===== src/plam_pkg.sv =====
package plam_pkg;

  localparam int COORD_FRAC_BITS_DEF = 16;
  localparam int SCREEN_BITS_DEF     = 16;

  localparam int WORD_W  = 32;
  localparam int ARC_W   = 40;
  localparam int IDX_W   = 16;
  localparam int CNT_W   = 16;
  localparam int SCR_W   = 16;
  localparam int MAG_W   = 33;
  localparam int RAD_W   = 66;
  localparam int ROOT_W  = 33;
  localparam int NUM_W   = 64;
  localparam int DEN_W   = 33;
  localparam int QUO_W   = 34;
  localparam int XV_W    = 41;
  localparam int CFG_IDX_W = 3;
  localparam int TOTAL_W = 31;

  localparam logic [WORD_W-1:0] ONE_RAW = 32'h0001_0000;

  typedef enum logic [CFG_IDX_W-1:0] {
    REG_X_MODE        = 3'd0,
    REG_X_LOW         = 3'd1,
    REG_X_HIGH        = 3'd2,
    REG_Y_LOW         = 3'd3,
    REG_Y_HIGH        = 3'd4,
    REG_SCREEN_ORIGIN = 3'd5,
    REG_SCREEN_CORNER = 3'd6,
    REG_TOTAL_LENGTH  = 3'd7
  } cfg_reg_t;

  typedef enum logic [1:0] {
    XM_INDEX = 2'd0,
    XM_ARC   = 2'd1,
    XM_NORM  = 2'd2,
    XM_SPARE = 2'd3
  } x_mode_t;

  typedef enum logic [3:0] {
    S_IDLE,
    S_DIFF,
    S_SQ,
    S_ROOT,
    S_XSEL,
    S_XDIV,
    S_WIN,
    S_MULX,
    S_DSTX,
    S_DIVX,
    S_MULY,
    S_DSTY,
    S_DIVY,
    S_OUT
  } state_t;

endpackage


===== src/plam_divider.sv =====
module plam_divider (
  input  logic                       clk,
  input  logic                       rst,
  input  logic                       start,
  input  logic [plam_pkg::NUM_W-1:0] numer,
  input  logic [plam_pkg::DEN_W-1:0] denom,
  output logic                       done,
  output logic [plam_pkg::QUO_W-1:0] quo,
  output logic                       quo_ovf,
  output logic                       rem_nz
);
  import plam_pkg::*;

  localparam int CW = $clog2(NUM_W);

  logic [NUM_W-1:0] num;
  logic [DEN_W-1:0] den;
  logic [DEN_W-1:0] rem;
  logic [CW-1:0]    cnt;
  logic             busy;
  logic [DEN_W:0]   rem2;

  assign rem2   = {rem, num[NUM_W-1]};
  assign rem_nz = (rem != '0);

  always_ff @(posedge clk) begin
    if (rst) begin
      busy <= 1'b0;
      done <= 1'b0;
    end else begin
      done <= 1'b0;
      if (start) begin
        busy    <= 1'b1;
        cnt     <= '0;
        num     <= numer;
        den     <= denom;
        rem     <= '0;
        quo     <= '0;
        quo_ovf <= 1'b0;
      end else if (busy) begin
        num     <= {num[NUM_W-2:0], 1'b0};
        quo_ovf <= quo_ovf | quo[QUO_W-1];
        if (rem2 >= {1'b0, den}) begin
          rem <= DEN_W'(rem2 - {1'b0, den});
          quo <= {quo[QUO_W-2:0], 1'b1};
        end else begin
          rem <= DEN_W'(rem2);
          quo <= {quo[QUO_W-2:0], 1'b0};
        end
        cnt <= cnt + 1'b1;
        if (cnt == CW'(NUM_W - 1)) begin
          busy <= 1'b0;
          done <= 1'b1;
        end
      end
    end
  end

endmodule


===== config.mk =====
export PLATFORM = sky130hd
export DESIGN_NAME = plam_divider
export DESIGN_NICKNAME = d
export VERILOG_FILES = /design/src/plam_pkg.sv /design/src/plam_divider.sv
export SDC_FILE = /design/constraint.sdc
export NUM_CORES = 1
export LEC_CHECK = 0
export BUFFER_PORTS_ARGS = -buffer_cell sky130_fd_sc_hd__buf_2
export CAP_MARGIN = 20
export CORE_MARGIN = 3
export CORE_UTILIZATION = 58
export DETAILED_ROUTE_END_ITERATION = 8
export PLACE_DENSITY = 0.81
export SLEW_MARGIN = 20
export SYNTH_ARGS = -nofsm -noshare
export SYNTH_HDL_FRONTEND = slang
export SYNTH_SLANG_ARGS = --single-unit

===== constraint.sdc =====
create_clock -name clk -period 12.4 [get_ports clk]
set_input_delay 3.1 -clock clk [delete_from_list [all_inputs] [get_ports clk]]
set_output_delay 3.1 -clock clk [all_outputs]
set_load 0.01 [all_outputs]

==> out/summary.txt <==
TritonCTS Buffers - 17
NetSw - 0.000419 W
Final period util - 42.9%
die area - 17200 µm²
io pins - 137
clk_skew - 0.00575 ns
top_reg_cell synth - edfxtp_1
register area - 5170 µm²
synth warn - 0
Syn Inst Count - 749
slew margin rel. - 27.8%
worst setup margin - 7.07 ns
Clk Latency, worst-skew pair - 0.42 ns
initial core utilization - 59.6%
routed len/inst - 17.6 µm
Hold Path Stages - 1
Final Hold Viols - 0
H-tree Lvls - 4
CTS Hold Bufs - 0
DRT iter0 DRCs - 606
Post-DRT Antenna Nets - 0
Synth-to-Final Area Change - 15.6%
commonest non-fill, non-tap cell in the layout - edfxtp_1
CORE AREA - 15300 µm²
Post-synth EDFFs - 171
R2R setup slack - 8.20 ns
Gate power share - 19.3%
Max Root-Sink Buffers - 2
worst vdd ir - 0.101 mV
die height - 131 µm
ys async rst share - 0%
first-pass GRT wire length - 31500 µm
Avg Inst Size Synth - 12.1 µm²
highest clock rate - 188 MHz
vias in the first global route - 6223
initial antenna violation count - 0
Synth top area share - 56.4%
Reg-to-Reg Start - num[63]
Worst Reg-to-Reg Cells - 13
total number of vias - 6311
Chip Width - 131 µm
Hold Path End - done
Clock transition at path regs - 0.07 ns
Critical Path Slowest Stage Cell - nor4_1
clock power share - 34.1%
total gr overflow - 0
Fillers - 1123
Core Util, Final - 68.9%
Final HPWL DP - 13000 µm
clk sinks - 173
Setup TNS - 0 ns
pre-CTS setup slack - 6.95 ns
worst slew pin tran - 1.08 ns
most frequent cells in the layout - 171 x edfxtp_1, 135 x buf_2, 63 x mux2_2
total wire length - 19300 µm
postcts setup bufs - 0
Max Cap Viol - 0
Buffers on Ports - 136
unrepaired setup endpoints after global routing - false
vias per cell - 5.75
DRC viols - 0
WS Path Type - reg -> out
status - finished clean
Detailed Routing Iterations Pass 1 - 5
placement row count - 45
routability cong. - 0.874
sequential share of power - 46.6%
synthesized area - 9100 µm²
Sw Ratio - 27.1%
crit-path max cell delay - 0.57 ns
syn_nets - 884
share of cells above drive strength 1 - 28.0%
Setup crit end kind - primary output
synthesized flop and latch total - 173
antenna cells - 0
most used cell, CP - nor4_1
Seq/Total Area, Yosys - 56.9%
CP Max Fanout - 3
dominant cells by area after synthesis - edfxtp_1 56%, mux2_2 7.8%, ha_1 4.7%
Root Buffer - clkbuf_16
Hold Path Class - reg -> reg
CTS resizes - 0
Setup violations, final - 0
min-delay src - busy
CP required - 9.30 ns
Power Dens Cells - 147 nW/µm²
P_int - 0.00113 W
Synth area leader - edfxtp_1
fin nets - 1008
max-slew violation count - 0
Global Route Usage Sum - 22.5%
CTS tree - done
Yosys cell types - 65
CP startpoint kind - flop
Multi-input gate area - 3630 µm²
Pwr Total - 0.00154 W
minimum clock period - 5.33 ns
Reg-to-Reg End - rem[27]
Arrival @ worst endpoint - 2.23 ns
Lkg Pwr - 4.13 nW
largest net degree at the start of global routing - 85
crit path cell chain - nor4_1 -> nand4_1 -> nor4_1 -> nand2_1 -> buf_2
==> cell families after synthesis <==
logic type               synth area share, %
AND/OR/NAND/NOR                         12.0
multiplexers                            8.02
flip-flops                              56.9
buffers and inverters                   3.58
XOR/XNOR                                2.31
AO/OA/AOI/OAI                           12.3
adder cells (fa/ha/maj)                 4.90
==> cells in the mapped netlist (3+ instances only) <==
cell / number
edfxtp_1: 171
mux2_2: 63
a21oi_1: 49
inv_1: 41
nand3_1: 38
nor2b_1: 36
ha_1: 34
nand2_1: 34
nor2_1: 28
o21ai_0: 28
a21o_1: 24
clkbuf_1: 19
nor3_1: 17
a211oi_1: 14
xnor2_1: 13
nor4_1: 12
xor2_1: 11
and3_1: 9
or3_1: 8
a31oi_1: 7
buf_1: 6
o21ai_1: 6
and2_1: 5
nor3b_1: 5
o21bai_1: 5
buf_2: 4
buf_4: 4
nand4_1: 4
o211ai_1: 4
a211o_1: 3
o21a_1: 3
==> sequential cells by signal, indices dropped and copies added, names as in the netlist <==
name and flops:
num 64, quo 34, den 33, rem 33, cnt 6, busy 1, done 1, quo_ovf 1
==> area by class of cell <==
| class | instances | share of cell area (%) |
|---|---|---|
| repair buffers | 141 | 6.85 |
| multi-input cells | 499 | 34.5 |
| clock inverters | 11 | 1.30 |
| inverters | 41 | 1.46 |
| well taps | 211 | 2.51 |
| flip-flops and latches | 173 | 49.2 |
| clock buffers | 21 | 4.19 |
==> metrics by stage <==
step	instances	area [µm²]	hold slack [ns]
floorplan	749	9100	0.460
global placement	1065	9940	0.485
detailed placement	1065	9940	0.500
CTS	1097	10500	0.507
global route	1097	10500	0.524
finish	1097	10500	0.501
==> power by group through the flow <==
stage | Sequential (W) | Combinational (W) | Clock [W]
final | 0.000720 | 0.000298 | 0.000526
after global routing | 0.000724 | 0.000330 | 0.000557
after CTS | 0.000720 | 0.000296 | 0.000536
after detailed placement | 0.000731 | 0.000293 | 0
after global placement | 0.000730 | 0.000287 | 0
after floorplan | 0.000733 | 0.000220 | 0
==> worst max-delay path: cells and delay by family, from the launching register on <==
| family | cells | cell delay [ns] |
|---|---|---|
| simple gates | 4 | 1.22 |
| flops | 1 | 0.43 |
| buf+inv | 1 | 0.15 |
==> worst max-delay path by stage <==
stage                  from  endpoint  slack (ns)  cells after the start
global placement      start   num[51]        7.00                      4
floorplan             start    cnt[0]        2.50                      3
finish               rem[3]    rem_nz        7.07                      5
global route         rem[3]    rem_nz        6.99                      5
CTS                 rem[29]    rem_nz        7.07                      5
detailed placement    start   den[13]        6.95                      3
==> metal layers <==
layer / track usage (%) / vias to the layer above / share of wire, %
met4: 5.78 / 0 / 1.2
met5: 0 / - / 0
met1: 30.6 / 3022 / 44
met3: 7.20 / 23 / 7.7
met2: 35.6 / 192 / 47
li1: - / 3074 / -
Power figures use the tool's default switching activity.
