File: config.mk
export PLATFORM = sky130hd
export DESIGN_NAME = plam_isqrt
export DESIGN_NICKNAME = d
export VERILOG_FILES = /design/src/plam_pkg.sv /design/src/plam_isqrt.sv
export SDC_FILE = /design/constraint.sdc
export NUM_CORES = 1
export LEC_CHECK = 0
export BUFFER_PORTS_ARGS = -buffer_cell sky130_fd_sc_hd__buf_2
export CORE_MARGIN = 4
export CORE_UTILIZATION = 50
export DETAILED_ROUTE_END_ITERATION = 7
export PLACE_DENSITY = 0.71
export SLEW_MARGIN = 20
export SYNTH_ARGS = -nofsm -noshare
export SYNTH_HDL_FRONTEND = slang
export SYNTH_SLANG_ARGS = --single-unit
File: constraint.sdc
create_clock -name clk -period 18.3 [get_ports clk]
set_input_delay 1.83 -clock clk [delete_from_list [all_inputs] [get_ports clk]]
set_output_delay 1.83 -clock clk [all_outputs]
set_load 0.02 [all_outputs]
File: src/plam_pkg.sv
package plam_pkg;

  localparam int COORD_FRAC_BITS_DEF = 16;
  localparam int SCREEN_BITS_DEF     = 16;

  localparam int WORD_W  = 32;
  localparam int ARC_W   = 40;
  localparam int IDX_W   = 16;
  localparam int CNT_W   = 16;
  localparam int SCR_W   = 16;
  localparam int MAG_W   = 33;
  localparam int RAD_W   = 66;
  localparam int ROOT_W  = 33;
  localparam int NUM_W   = 64;
  localparam int DEN_W   = 33;
  localparam int QUO_W   = 34;
  localparam int XV_W    = 41;
  localparam int CFG_IDX_W = 3;
  localparam int TOTAL_W = 31;

  localparam logic [WORD_W-1:0] ONE_RAW = 32'h0001_0000;

  typedef enum logic [CFG_IDX_W-1:0] {
    REG_X_MODE        = 3'd0,
    REG_X_LOW         = 3'd1,
    REG_X_HIGH        = 3'd2,
    REG_Y_LOW         = 3'd3,
    REG_Y_HIGH        = 3'd4,
    REG_SCREEN_ORIGIN = 3'd5,
    REG_SCREEN_CORNER = 3'd6,
    REG_TOTAL_LENGTH  = 3'd7
  } cfg_reg_t;

  typedef enum logic [1:0] {
    XM_INDEX = 2'd0,
    XM_ARC   = 2'd1,
    XM_NORM  = 2'd2,
    XM_SPARE = 2'd3
  } x_mode_t;

  typedef enum logic [3:0] {
    S_IDLE,
    S_DIFF,
    S_SQ,
    S_ROOT,
    S_XSEL,
    S_XDIV,
    S_WIN,
    S_MULX,
    S_DSTX,
    S_DIVX,
    S_MULY,
    S_DSTY,
    S_DIVY,
    S_OUT
  } state_t;

endpackage

File: src/plam_isqrt.sv
module plam_isqrt (
  input  logic                       clk,
  input  logic                       rst,
  input  logic                       start,
  input  logic [plam_pkg::RAD_W-1:0] radicand,
  output logic                       done,
  output logic [plam_pkg::ROOT_W-1:0] root
);
  import plam_pkg::*;

  localparam int REM_W = ROOT_W + 2;
  localparam int CAT_W = REM_W + 2;
  localparam int STEPS = RAD_W / 2;
  localparam int CW    = $clog2(STEPS);

  logic [RAD_W-1:0] rad;
  logic [REM_W-1:0] rem;
  logic [CW-1:0]    cnt;
  logic             busy;
  logic [CAT_W-1:0] cat;
  logic [CAT_W-1:0] trial;

  assign cat   = {rem, rad[RAD_W-1 -: 2]};
  assign trial = {{(CAT_W-ROOT_W-2){1'b0}}, root, 2'b01};

  always_ff @(posedge clk) begin
    if (rst) begin
      busy <= 1'b0;
      done <= 1'b0;
    end else begin
      done <= 1'b0;
      if (start) begin
        busy <= 1'b1;
        cnt  <= '0;
        rad  <= radicand;
        rem  <= '0;
        root <= '0;
      end else if (busy) begin
        rad <= {rad[RAD_W-3:0], 2'b00};
        if (cat >= trial) begin
          rem  <= REM_W'(cat - trial);
          root <= {root[ROOT_W-2:0], 1'b1};
        end else begin
          rem  <= REM_W'(cat);
          root <= {root[ROOT_W-2:0], 1'b0};
        end
        cnt <= cnt + 1'b1;
        if (cnt == CW'(STEPS - 1)) begin
          busy <= 1'b0;
          done <= 1'b1;
        end
      end
    end
  end

endmodule

==> flow_results.org, run 1 <==
** GRT
- The first global-routing pass estimated 26.6 mm of wire.
- The initial antenna violation count is 1.
- The number of global-route vias before repair was 5,508.
- Final global-route overflow total :: 0
- Pin count of the biggest net entering global routing :: 83
- GRT Resource Usage Total :: 18.5%

** Worst setup path
- On the worst path, the slowest cell contributes a delay of 870 ps.
- Data on the critical path arrives at its endpoint at 4370 ps.
- The worst setup path is launched from an input pin.
- Maximum fanout count along the critical path :: 82
- Type of the worst setup path :: input pin to flip-flop
- The setup check on the worst reg-to-reg path leaves a slack of 14,470 ps.
- Critical R2R Launch :: rem[9]
- Together, buffers and inverters on the worst path number 3.
- Among cell families on the critical path, the largest total delay comes from buffers and inverters.
- Cell with the largest stage delay on the worst path :: buf_4
- The worst register-to-register path has a depth of 10.
- The endpoint identified for the worst register-to-register timing path is rem[28].
- By instance count, the cell type seen most on the critical path is buf_4.
- The critical path goes through buf_4 -> nor2_1 -> nor2_4 -> buf_4 -> buf_4.
- STA puts the critical path data required time at 18,340 ps.
- The worst setup path is captured at a flip-flop.

** Power
- For this design the ratio of total power to cell area is 106 nW/um^2.
- In this run the static leakage power is 3.77 nW.
- Worst IR Drop VDD :: 0.0000707 V

** Placed design
- The number of placed instances, taps included, is 951.
- HPWL after detailed placement :: 11.2 mm
- Port buffering added 102 buffers.
- Placement-stage cell area :: 8580 sq um
- Weighted congestion at the end of routability-driven global placement :: 0.915

** Hold path
- HP Start :: busy
- In this run the worst hold path is classified as flip-flop to flip-flop.
- Terminating pin of the worst hold path :: done
- Hold-critical path depth :: 1

** Synthesis
- In the synthesized netlist, mux cells make up 11.8% of the area.
- Of all flip-flops after synthesis, the portion carrying an async set or reset was 0%.
- The synthesized netlist devotes 11.7% of its cell area to compound gates.
- In this run the mean area of a mapped cell was 12.0 sq um.
- For this run, the number of Yosys warnings is 0.
- Xor and xnor area share after synthesis :: 3.54%
- Summing the areas of all fa, ha and maj instances in the mapped netlist gives 5.84% of the synthesized area.
- After synthesis, flip-flops and latches occupy 53.6% of the total area.
- In the synthesized netlist the dominant register cell turns out to be edfxtp_1.
- Largest family of logic cells by synthesized area :: multiplexers
- The synthesized netlist occupies a cell area of 7920 sq um.
- Counting every net in the synthesized netlist gives 768.
- Summing the areas of all and, or, nand and nor instances in the mapped netlist gives 9.46% of the synthesized area.
- The synthesized design contains 140 enable-type register cells.
- The synthesized netlist contains 65 unique library cells.
- Gate count of the mapped netlist :: 662
- Count of state elements after synthesis :: 142

** Clocking
- Clock latency reported for the late side of the worst-skew pair :: 420 ps
- In this run the number of H-tree levels came out at 4.
- Cts bufs inserted :: 17
- TritonCTS built the clock tree.
- In this run the deepest clock path goes through 2 buffers.
- Clock input transition at the sequential cells of the worst setup and hold paths :: 60 ps
- Once the clock tree was built, the setup fixing pass inserted 0 buffers.
- Clock tree synthesis found a total of 142 sinks.
- In this run, post-CTS hold repair placed 0 buffers.
- The tree is rooted in a clkbuf_16.
- Post-cts sizing count :: 0

** Final layout
- Final standard cell area without fillers :: 9200 sq um
- Most common cell after layout, fill and taps aside :: edfxtp_1
- Net count of the finished layout :: 865
- Of the cells placed in the final design, the portion with a size suffix greater than 1 is 28.3%.
- Relative to the synthesized area, the layout overhead comes to 16.1%.
- Commonest cells after routing, fill and taps aside :: edfxtp_1 (140), buf_2 (101), nor2_1 (75), mux2_2 (64), inv_1 (46)
- Antenna fix cells :: 0
- Once layout is complete, the cells apart from fillers number 982.
- At the end of the flow the core is filled with cells to 59.8%.

** STA
- Setup repair after global routing left no endpoint under its margin.
- Slew headroom :: 34.5%
- After layout, the minimum clock period comes to 4330 ps.
- Clock skew on the completed layout was measured at 8.10 ps.
- Worst hold-check slack :: 484 ps
- Pin slew with the least headroom to its limit :: 982 ps
- Timing-limited maximum frequency :: 231 MHz
- Setup violations remaining at the end of the flow were counted as 0.
- Final worst-path cycle share :: 23.7%
- The number of hold violations in the final report came to 0.
- Summed negative setup slack over all endpoints :: 0 ps
- The max-slew violation count came to 0.

** Drt
- The first detailed-routing pass took 5 iterations.
- Final WL :: 16.1 mm
- Avg WL per Cell :: 16.4 microns
- Via count :: 5,401
- For this run, design rule violations remaining after detail routing come to 0.
- The detail route stage leaves a number of antenna-violating nets equal to 0.
- Number of DRC markers after the initial detailed-route iteration :: 395
- Using the TritonRoute via totals, the vias-per-cell ratio works out to 5.50.

** Die
- Die W :: 134 microns
- Boundary Pins :: 103
- Standard-cell rows :: 45
- The floorplan step set the die height to 134 microns.
- Placeable core region :: 15,400 sq um
- Once the floorplan was initialized, standard cells occupied 51.5% of the core.
- Die area :: 17,900 sq um

** Flow run
- Max-cap violations in this run came to 0.

** Run status
- Status :: completed
==> worst reg2reg max path: stages, from the launching register on <==
cell      delay [ps]
edfxtp_1         410
ha_1             440
nand4_1          160
nor3_1           420
a31o_2           250
a21oi_2           60
a21oi_4          260
a41o_1           740
buf_4            420
nor2_2           150
a22o_1           290
==> area by class of cell <==
class / count / area [sq um]
fillers: 1304 / 6170
flip-flops and latches: 142 / 4240
multi-input cells: 445 / 3360
repair buffers: 106 / 543
clock buffers: 17 / 425
well taps: 211 / 264
clock inverters: 14 / 190
inverters: 47 / 176
==> routing by layer <==
| layer | routed length, microns | GRT usage, % | part of all wire (%) | up-vias |
|---|---|---|---|---|
| li1 | - | - | - | 2650 |
| met1 | 7300 | 23.9 | 45 | 2567 |
| met3 | 1250 | 7.16 | 7.8 | 19 |
| met4 | 180 | 4.91 | 1.1 | 2 |
| met5 | 7 | 0 | 0.044 | - |
| met2 | 7330 | 29.3 | 46 | 163 |
==> synth_stat cells, drive strengths merged, types with 3 or more instances <==
library cell	count	share of area, %
mux2	64	9.1
nand2	29	1.4
o211ai	3	0.28
a21boi	4	0.38
o21a	4	0.38
ha	37	5.8
buf	9	1.0
o21ai	27	1.8
o311ai	3	0.33
nor2	79	3.8
inv	47	2.2
nand3b	3	0.28
mux2i	21	2.7
xor2	10	1.1
edfxtp	140	53
and3	5	0.39
a31oi	6	0.47
nand2b	4	0.35
nor3	11	0.69
nor2b	6	0.47
clkbuf	19	0.92
a211oi	8	1.1
a21o	14	1.3
nand4	5	0.39
nand3	9	0.57
and2	5	0.39
a21oi	29	2.1
xnor2	22	2.4
a22o	6	0.66
o31a	3	0.33
==> report_power, final <==
part	leakage, nW	switching [mW]	internal, mW
sequential	1.37	0.0111	0.392
clock	0.292	0.135	0.228
combinational	2.10	0.120	0.0882
total	3.77	0.266	0.708
==> flip-flops by register name, indices dropped and copies added, names as in the netlist <==
signal,flops
rad,66
rem,35
done,1
root,33
busy,1
cnt,6
==> worst max-delay path by stage <==
stage,slack (ps),cells after the start,start,end
2_1_floorplan,9650,3,start,cnt[0]
3_3_place_gp,13530,5,start,rem[24]
3_5_place_dp,13500,5,start,root[25]
4_1_cts,13940,5,start,rem[24]
5_1_grt,13720,5,start,rem[25]
6_report,13970,5,start,rad[1]
==> stage by stage <==
step / setup WS [ps] / total power, mW
finish: 13970 / 0.974
floorplan: 9650 / 0.573
detailed placement: 13500 / 0.617
CTS: 13940 / 0.981
global placement: 13530 / 0.612
global route: 13720 / 1.02
==> logic make-up after synthesis <==
family	after synthesis
AO/OA/AOI/OAI	128
buffers and inverters	75
AND/OR/NAND/NOR	163
adder cells (fa/ha/maj)	37
multiplexers	85
flip-flops	142
XOR/XNOR	32
Note: power is estimated with default switching activity, not from simulation.
==> inputs of run 2 (changes only) <==
Settings changed: ABC_AREA set to 1, PLACE_DENSITY 0.71 to 0.73.
Clock period 18.3 ns to 3.51 ns, I/O delays scaled along.
==> flow_results.org, run 2 <==
** Drt
- The detailed-route DRC error count came to 0 (unchanged).
- The detailed-routed wire length on met3 was 890 microns (-29%).
- The number of DRC violations after detailed-routing iteration 0 came to 361 (-8.6%).
- The post-detailed-route wirelength per cell came to 13.2 microns (-19%).
- The total wire length after detailed routing is 19.7 mm (+23%).
- Number of optimization iterations in the first detailed-route pass :: 5 (unchanged)
- In this run the top signal layer used is met4.
- Met1 wire length :: 9.27 mm (+27%)
- Avg Vias per Cell :: 4.83 (-12%)
- The post-route antenna net violation count was 0 (unchanged).
- Via count :: 7,204 (+33%)
- Routed length on met2 :: 9.30 mm (+27%)

** STA
- Count of final max-slew check failures :: 0 (unchanged)
- The total negative slack for setup checks was 0 ps (unchanged).
- Layout Skew :: 12.7 ps (+4.61 ps)
- Final worst setup slack :: 934 ps (-13,040 ps)
- Timing-limited maximum frequency :: 388 MHz
- Total count of hold-check failures in the final report :: 0 (unchanged)
- The number of failing setup endpoints in the final timing report is 0 (unchanged).
- The routed design could run at a clock period as short as 2580 ps.
- Final worst-path cycle share :: 73.4%
- The remaining max-slew budget at the tightest pin came to 35.0% (+0.43 points).
- Pin slew with the least headroom to its limit :: 975 ps (-6.39 ps)
- Setup repair after global routing left no endpoint under its margin.

** Synthesis
- Count of state elements after synthesis :: 142 (unchanged)
- Main flop type after synthesis :: edfxtp_1
- The mean area per synthesized cell is 7.59 sq um (-37%).
- Ranking of synthesized cells by area :: edfxtp_1 (48%), nand2_1 (21%), inv_1 (7.2%)
- The count of synthesis-stage warnings from yosys is 0 (unchanged).
- The sequential element share of the synthesized area was 48.4% (-5.2 points).
- Number of library cell types mapped by synthesis :: 37 (-43%)
- The number of enable flip-flop cells after synthesis was 140 (unchanged).
- Largest area contributor in the synthesized netlist :: edfxtp_1
- Netlist area before placement :: 8770 sq um (+11%)
- The commonest cells after synthesis are nand2_1 (484), inv_1 (168), nor2_1 (145).
- Syn Nets :: 1,262 (+64%)
- The async set-reset flop share out of synthesis was 0% (unchanged).
- Area share of the largest cell type after synthesis :: 47.9% (-5.2 points)
- In the post-synthesis netlist, the cell with the most instances is nand2_1.
- Gate count of the mapped netlist :: 1,156 (+75%)

** Final layout
- Most common cell after layout, fill and taps aside :: nand2_1
- Commonest cells after routing, fill and taps aside :: nand2_1 (484), inv_1 (167), nor2_1 (145), edfxtp_1 (140), buf_2 (101)
- Sequential cell area in the final layout :: 4240 sq um (unchanged)
- Net count of the finished layout :: 1,359 (+57%)
- The fraction of layout instances using a drive strength above 1 came to 13.0% (-15 points).
- The flip-flop count of the largest register, all copies and words added is 66 (unchanged).
- The number of filler cells placed in the layout came to 1,631 (+25%).
- Top Registers :: rad x66, rem x35, root x33
- Antenna fix cells :: 0 (unchanged)
- Register ranked first by flip-flop count :: rad
- Area overhead of the layout relative to synthesis :: 14.9%
- Multi-input gate area in the final layout :: 3770 sq um (+12%)

** Worst setup path
- The required time reported for the critical path endpoint was 3780 ps (-14,560 ps).
- Type of the worst setup path :: flip-flop to flip-flop
- The worst reg-to-reg path cell count came to 10 (unchanged).
- Arr. time, crit path :: 2840 ps (-1530 ps)
- Worst flop-to-flop path endpoint :: rem[21]
- Maximum fanout count along the critical path :: 48 (-41%)
- The startpoint identified for the worst register-to-register timing path is rem[21].
- Launch point of the critical path :: rem[21]
- The worst setup path is launched from a flip-flop.
- Following the worst setup path forward leads to its endpoint at rem[21].
- Nature of the critical path endpoint :: flip-flop
- The reg2reg setup slack is 930 ps (-13,540 ps).

** Placed design
- HPWL after detailed placement :: 14.3 mm (+28%)
- Post-Place Setup Slack :: 898 ps (-12,600 ps)
- The number of buffers inserted by port buffering is 102 (unchanged).
- The weighted congestion at the end of routability-driven global placement was 0.935 (+2.2%).

** Die
- Boundary Pins :: 103 (unchanged)
- Die Height :: 140 microns (+4.9%)
- Die area :: 19,700 sq um (+10%)
- Die W :: 140 microns (+4.9%)
- Placeable core region :: 17,200 sq um (+12%)
- The number of core rows was 48 (+6.7%).
- The initial cell density of the core was 50.9% (-0.63 points).

** GRT
- The overall track demand over capacity in global routing was 20.6% (+2.1 points).
- The initial antenna violation count is 0 (-1).
- Wire length of the first global-routing pass :: 33.0 mm (+24%)
- Final global-route overflow total :: 0 (unchanged)
- Pin count of the biggest net entering global routing :: 102 (+23%)
- Vias in the first global route :: 6,981 (+27%)

** Clocking
- The number of buffers added to fix hold violations after cts is 0 (unchanged).
- TritonCTS built the clock tree.
- The number of clock buffers inserted by TritonCTS was 17 (unchanged).
- # Post-CTS Setup Buffers :: 0 (unchanged)
- The total number of H-tree levels was 4 (unchanged).
- Buffer levels on the longest clock path :: 2 (unchanged)
- The clock net sink count was 142 (unchanged).
- Clock input transition at the sequential cells of the worst setup and hold paths :: 60 ps (about the same)
- Clock latency reported for the late side of the worst-skew pair :: 430 ps (about the same)
- CTS Root Cell :: clkbuf_16
- The post-cts gate resize count came to 0 (unchanged).

** Power
- LEAKAGE :: 5.15 nW (+37%)
- The worst IR drop on VDD is 0.000368 V (+420%).
- Power consumption :: 5.00 mW (+410%)
- The power density over cell area came to 496 nW/um^2 (+370%).

** Hold path
- Class of the tightest hold or removal check :: input pin to flip-flop

** Run status
- Status :: completed

** Flow run
- Number of max-cap violations :: 0 (unchanged)
## run 2: cell types whose count changed after synthesis, sizes merged, moves of 7 or more
cell,previous run,this run
a211oi,8,1
a21o,14,0
inv,47,169
mux2,64,0
mux2i,21,0
nand2,29,490
nand3,9,23
nand3b,3,10
nor2,79,156
xnor2,22,2
xor2,10,17
## run 2: layout make-up
cell class                 instances  share of cell area (%)
sequential                       142                    42.1
inverter                         169                    6.29
tap                              225                    2.79
timing repair buffer             108                    5.78
clock buffer                      18                    4.26
clock inverter                    14                    1.46
multi-input combinational        815                    37.3
## run 2: through the flow
step | cell area (sq um) | util, % | std cells | hold WS, ps
after floorplan | 8790 | - | 1156 | 428
after global placement | 9510 | 55.2 | 1459 | 491
after detailed placement | 9510 | 55.2 | 1459 | 498
after CTS | 10100 | 58.5 | 1491 | 123
after global routing | 10100 | 58.5 | 1491 | 123
final | 10100 | 58.5 | 1491 | 138
## run 2: critical path, stage by stage (launching register included)
cell      delay, ps
edfxtp_1        410
ha_1            370
nand2_1         110
nor2_1          270
nand2_2         120
nor2_4          120
nand3_1         100
nand4_2         120
buf_4           420
o21ai_0         140
nor2_1          190
## run 2: per-layer routing
metal  up-vias  track usage [%]
met2       159             34.3
met4         0             5.20
met1      3223             27.5
met5         -                0
met3        20             4.44
li1       3802                -
## run 2: how the worst min path moves through the flow
| stage | slack, ps | startpoint | end | depth (start not counted) |
|---|---|---|---|---|
| 6_report | 140 | rst | done | 2 |
| 2_1_floorplan | 430 | rst | done | 1 |
| 5_1_grt | 120 | rst | done | 2 |
| 4_1_cts | 120 | rst | done | 2 |
| 3_5_place_dp | 500 | rad[53] | rad[55] | 2 |
| 3_3_place_gp | 490 | rad[53] | rad[55] | 2 |
## run 2: cell families (layout without fill, tap and decap cells)
logic type / count (synthesis) / count (layout) / synth area share, %
buf+inv: 199 / 309 / 8.84
flops: 142 / 142 / 48.4
xor+xnor: 19 / 19 / 1.90
simple gates: 700 / 700 / 32.0
fa+ha+maj: 37 / 37 / 5.28
compound gates: 59 / 59 / 3.61
## run 2: where the power goes
part           internal (mW)  switching, mW  total [mW]
Sequential              2.04         0.0562        2.09
Clock                  0.949          0.818        1.77
Combinational          0.387          0.757        1.14
Total                   3.37           1.63        5.00
==> inputs of run 3 (changes only) <==
Settings changed: ABC_AREA 1 to 0, PLACE_DENSITY 0.73 to 0.71.
Clock period 3.51 ns to 2.6 ns, I/O delays scaled along.
==> flow_results.org, run 3 (same netlist as run 1, synthesis figures left out) <==
** Run status
- The flow ran to the end, but the final reports show violations.
- Violations in the final reports :: setup timing

** Clocking
- The worst-case clock buffer depth is 2 (unchanged).
- CTS Root Cell :: clkbuf_16
- The clock-pin slew on the worst setup and hold paths was 70 ps (about the same).
- Cts bufs inserted :: 17 (unchanged)
- Clock latency reported for the late side of the worst-skew pair :: 430 ps (about the same)
- Post-CTS Hold Buffers :: 0 (unchanged)
- TritonCTS built the clock tree.
- The clock net sink count came to 142 (unchanged).
- The total number of H-tree levels is 4 (unchanged).

** Final layout
- The fraction of layout instances using a drive strength above 1 came to 50.6% (+38 points).
- Antenna fix cells :: 0 (unchanged)
- Top Registers :: rad x66, rem x35, root x33
- Non-filler instance count after layout :: 1,140 (-24%)
- The library cells used most frequently in the layout, excluding fill and tap cells, are buf_4 (142), edfxtp_1 (140), buf_2 (101), nor2_1 (71), mux2_2 (64).
- Compared with the post-synthesis result, the final layout area differs by 41.8%.
- Net count of the finished layout :: 1,022 (-25%)
- The flip-flop count of the largest register, all copies and words added is 66 (unchanged).
- Counting flops per register, the top entry is rad.
- The library cell used most frequently in the layout, excluding fill and tap cells, is buf_4.

** GRT
- The largest net degree at the start of global routing came to 72 (-29%).
- The number of global-route vias before repair is 6,431 (-7.9%).
- GRT Resource Usage Total :: 21.6% (+0.97 points)
- Wire length of the first global-routing pass :: 31.1 mm (-5.8%)
- The initial antenna violation count came to 0 (unchanged).
- Final global-route overflow total :: 0 (unchanged)

** Die
- Die area :: 17,900 sq um (-9.2%)
- The core footprint is 15,400 sq um (-11%).
- The initial cell density of the core came to 51.5% (+0.63 points).
- The die width came to 134 microns (-4.7%).
- Die Height :: 134 microns (-4.7%)
- Standard-cell rows :: 45 (-6.3%)
- Boundary Pins :: 103 (unchanged)

** STA
- The worst hold-check slack is 44.8 ps (-93.6 ps).
- Final setup violation count :: 34 (+34)
- The final critical delay including setup and external delays came to 2810 ps (+234 ps).
- Setup repair after global routing could not meet its margin everywhere.
- Count of final max-slew check failures :: 0 (unchanged)
- Slew headroom :: 61.7% (+27 points)
- The worst clock skew on the final layout was 9.91 ps (-2.80 ps).
- The number of hold violations in the final report is 0 (unchanged).
- Final worst-path cycle share :: 108% (+35 points)
- The top achievable clock speed was 356 MHz (-8.3%).
- Final worst setup slack :: -210 ps (-1140 ps)
- The actual slew at the worst max-slew pin is 574 ps (-401 ps).

** Power
- P_int :: 5.51 mW (+63%)
- The sequential cell fraction of total power was 36.5% (-5.3 points).
- The worst IR drop on VDD was 0.000491 V (+33%).
- The combinational power share was 31.0% (+8.1 points).
- The net switching share of the total power came to 29.7% (-2.9 points).
- Net Switching :: 2.33 mW (+43%)
- PD cells :: 697 nW/um^2 (+41%)
- The standby leakage power was 4.67 nW (-9.3%).
- Portion of total power attributed to the clock network :: 32.6% (-2.7 points)

** Drt
- The post-detailed-route wirelength per cell is 18.0 microns (+36%).
- Via count :: 6,306 (-12%)
- Number of DRC markers after the initial detailed-route iteration :: 444 (+23%)
- The post-route antenna net violation count is 0 (unchanged).
- The detailed-route DRC error count was 0 (unchanged).
- Avg Vias per Cell :: 5.53 (+14%)
- The total wire length after detailed routing is 20.5 mm (+4.0%).
- Number of optimization iterations in the first detailed-route pass :: 5 (unchanged)

** Worst setup path
- The top fanout value on the critical path came to 4 (-92%).
- The worst setup path is of the flip-flop to flip-flop kind.
- Arr. time, crit path :: 2980 ps (+140 ps)
- STA classifies the critical path startpoint as a flip-flop.
- Nature of the critical path endpoint :: flip-flop
- The required time reported for the critical path endpoint is 2770 ps (-1010 ps).

** Hold path
- The min-delay analysis places its worst path in the category input pin to flip-flop.

** Placed design
- Post-Place Setup Slack :: -228 ps (-1130 ps)
- The weighted congestion at the end of routability-driven global placement came to 0.926 (-0.99%).
- The placed instance count came to 1,081 (-26%).
- The number of buffers inserted by port buffering is 102 (unchanged).
- The detailed placer's ending HPWL was 12.9 mm (-9.4%).

** Flow run
- Number of max-cap violations :: 0 (unchanged)
## run 3: metrics by stage
stage | total power [mW] | utilization [%] | setup TNS (ps) | area, sq um
3_3_place_gp | 4.74 | 63.5 | -3610 | 9760
2_1_floorplan | 4.09 | - | -47230 | 8120
4_1_cts | 7.49 | 69.3 | -2460 | 10600
6_report | 7.83 | 73.1 | -3630 | 11200
3_5_place_dp | 4.79 | 63.5 | -6420 | 9760
5_1_grt | 8.16 | 73.1 | -7620 | 11200
## run 3: worst max-delay path: stages, from the launching register on
cell	delay (ps)
edfxtp_1	470
ha_4	300
buf_4	140
and3_1	160
and2_1	190
a221oi_2	340
o21ai_2	130
a211oi_4	280
a31oi_2	150
xor2_1	180
a22o_1	190
## run 3: final timing paths
kind / startpoint / endpoint / slack (ps) / depth (start not counted)
max: rem[17] / rem[31] / -210 / 10
min: rst / done / 40 / 2
max reg2reg: rem[17] / rem[31] / -210 / 10
min reg2reg: busy / done / 520 / 1
## run 3: final cells by class
class	count	area, sq um
well taps	211	264
fillers	1023	4140
flip-flops and latches	142	4240
repair buffers	263	1870
multi-input cells	445	4060
inverters	47	179
clock buffers	18	429
clock inverters	14	180
## run 3: layer usage
layer  track usage (%)  share of wire (%)  wire, microns  vias up
li1                  -                  -              -     2949
met3              6.49                7.3           1500       67
met1              27.1                 41           8400     3039
met2              35.1                 48           9860      251
met4              8.46                3.6            729        0
met5                 0                  0              0        -
## run 3: timing repair
item / CTS / global route
cloned: 0 / 3
buffers inserted: 9 / 16
gates resized for setup: 42 / 90
setup endpoints to repair: 36 / 36
pin swaps: 21 / 50
## run 3: power by group through the flow
stage | Clock, mW | Combinational [mW] | Sequential [mW]
6_report | 2.55 | 2.42 | 2.86
5_1_grt | 2.70 | 2.59 | 2.87
4_1_cts | 2.58 | 2.06 | 2.85
3_5_place_dp | 0 | 1.91 | 2.89
3_3_place_gp | 0 | 1.86 | 2.89
2_1_floorplan | 0 | 1.18 | 2.91
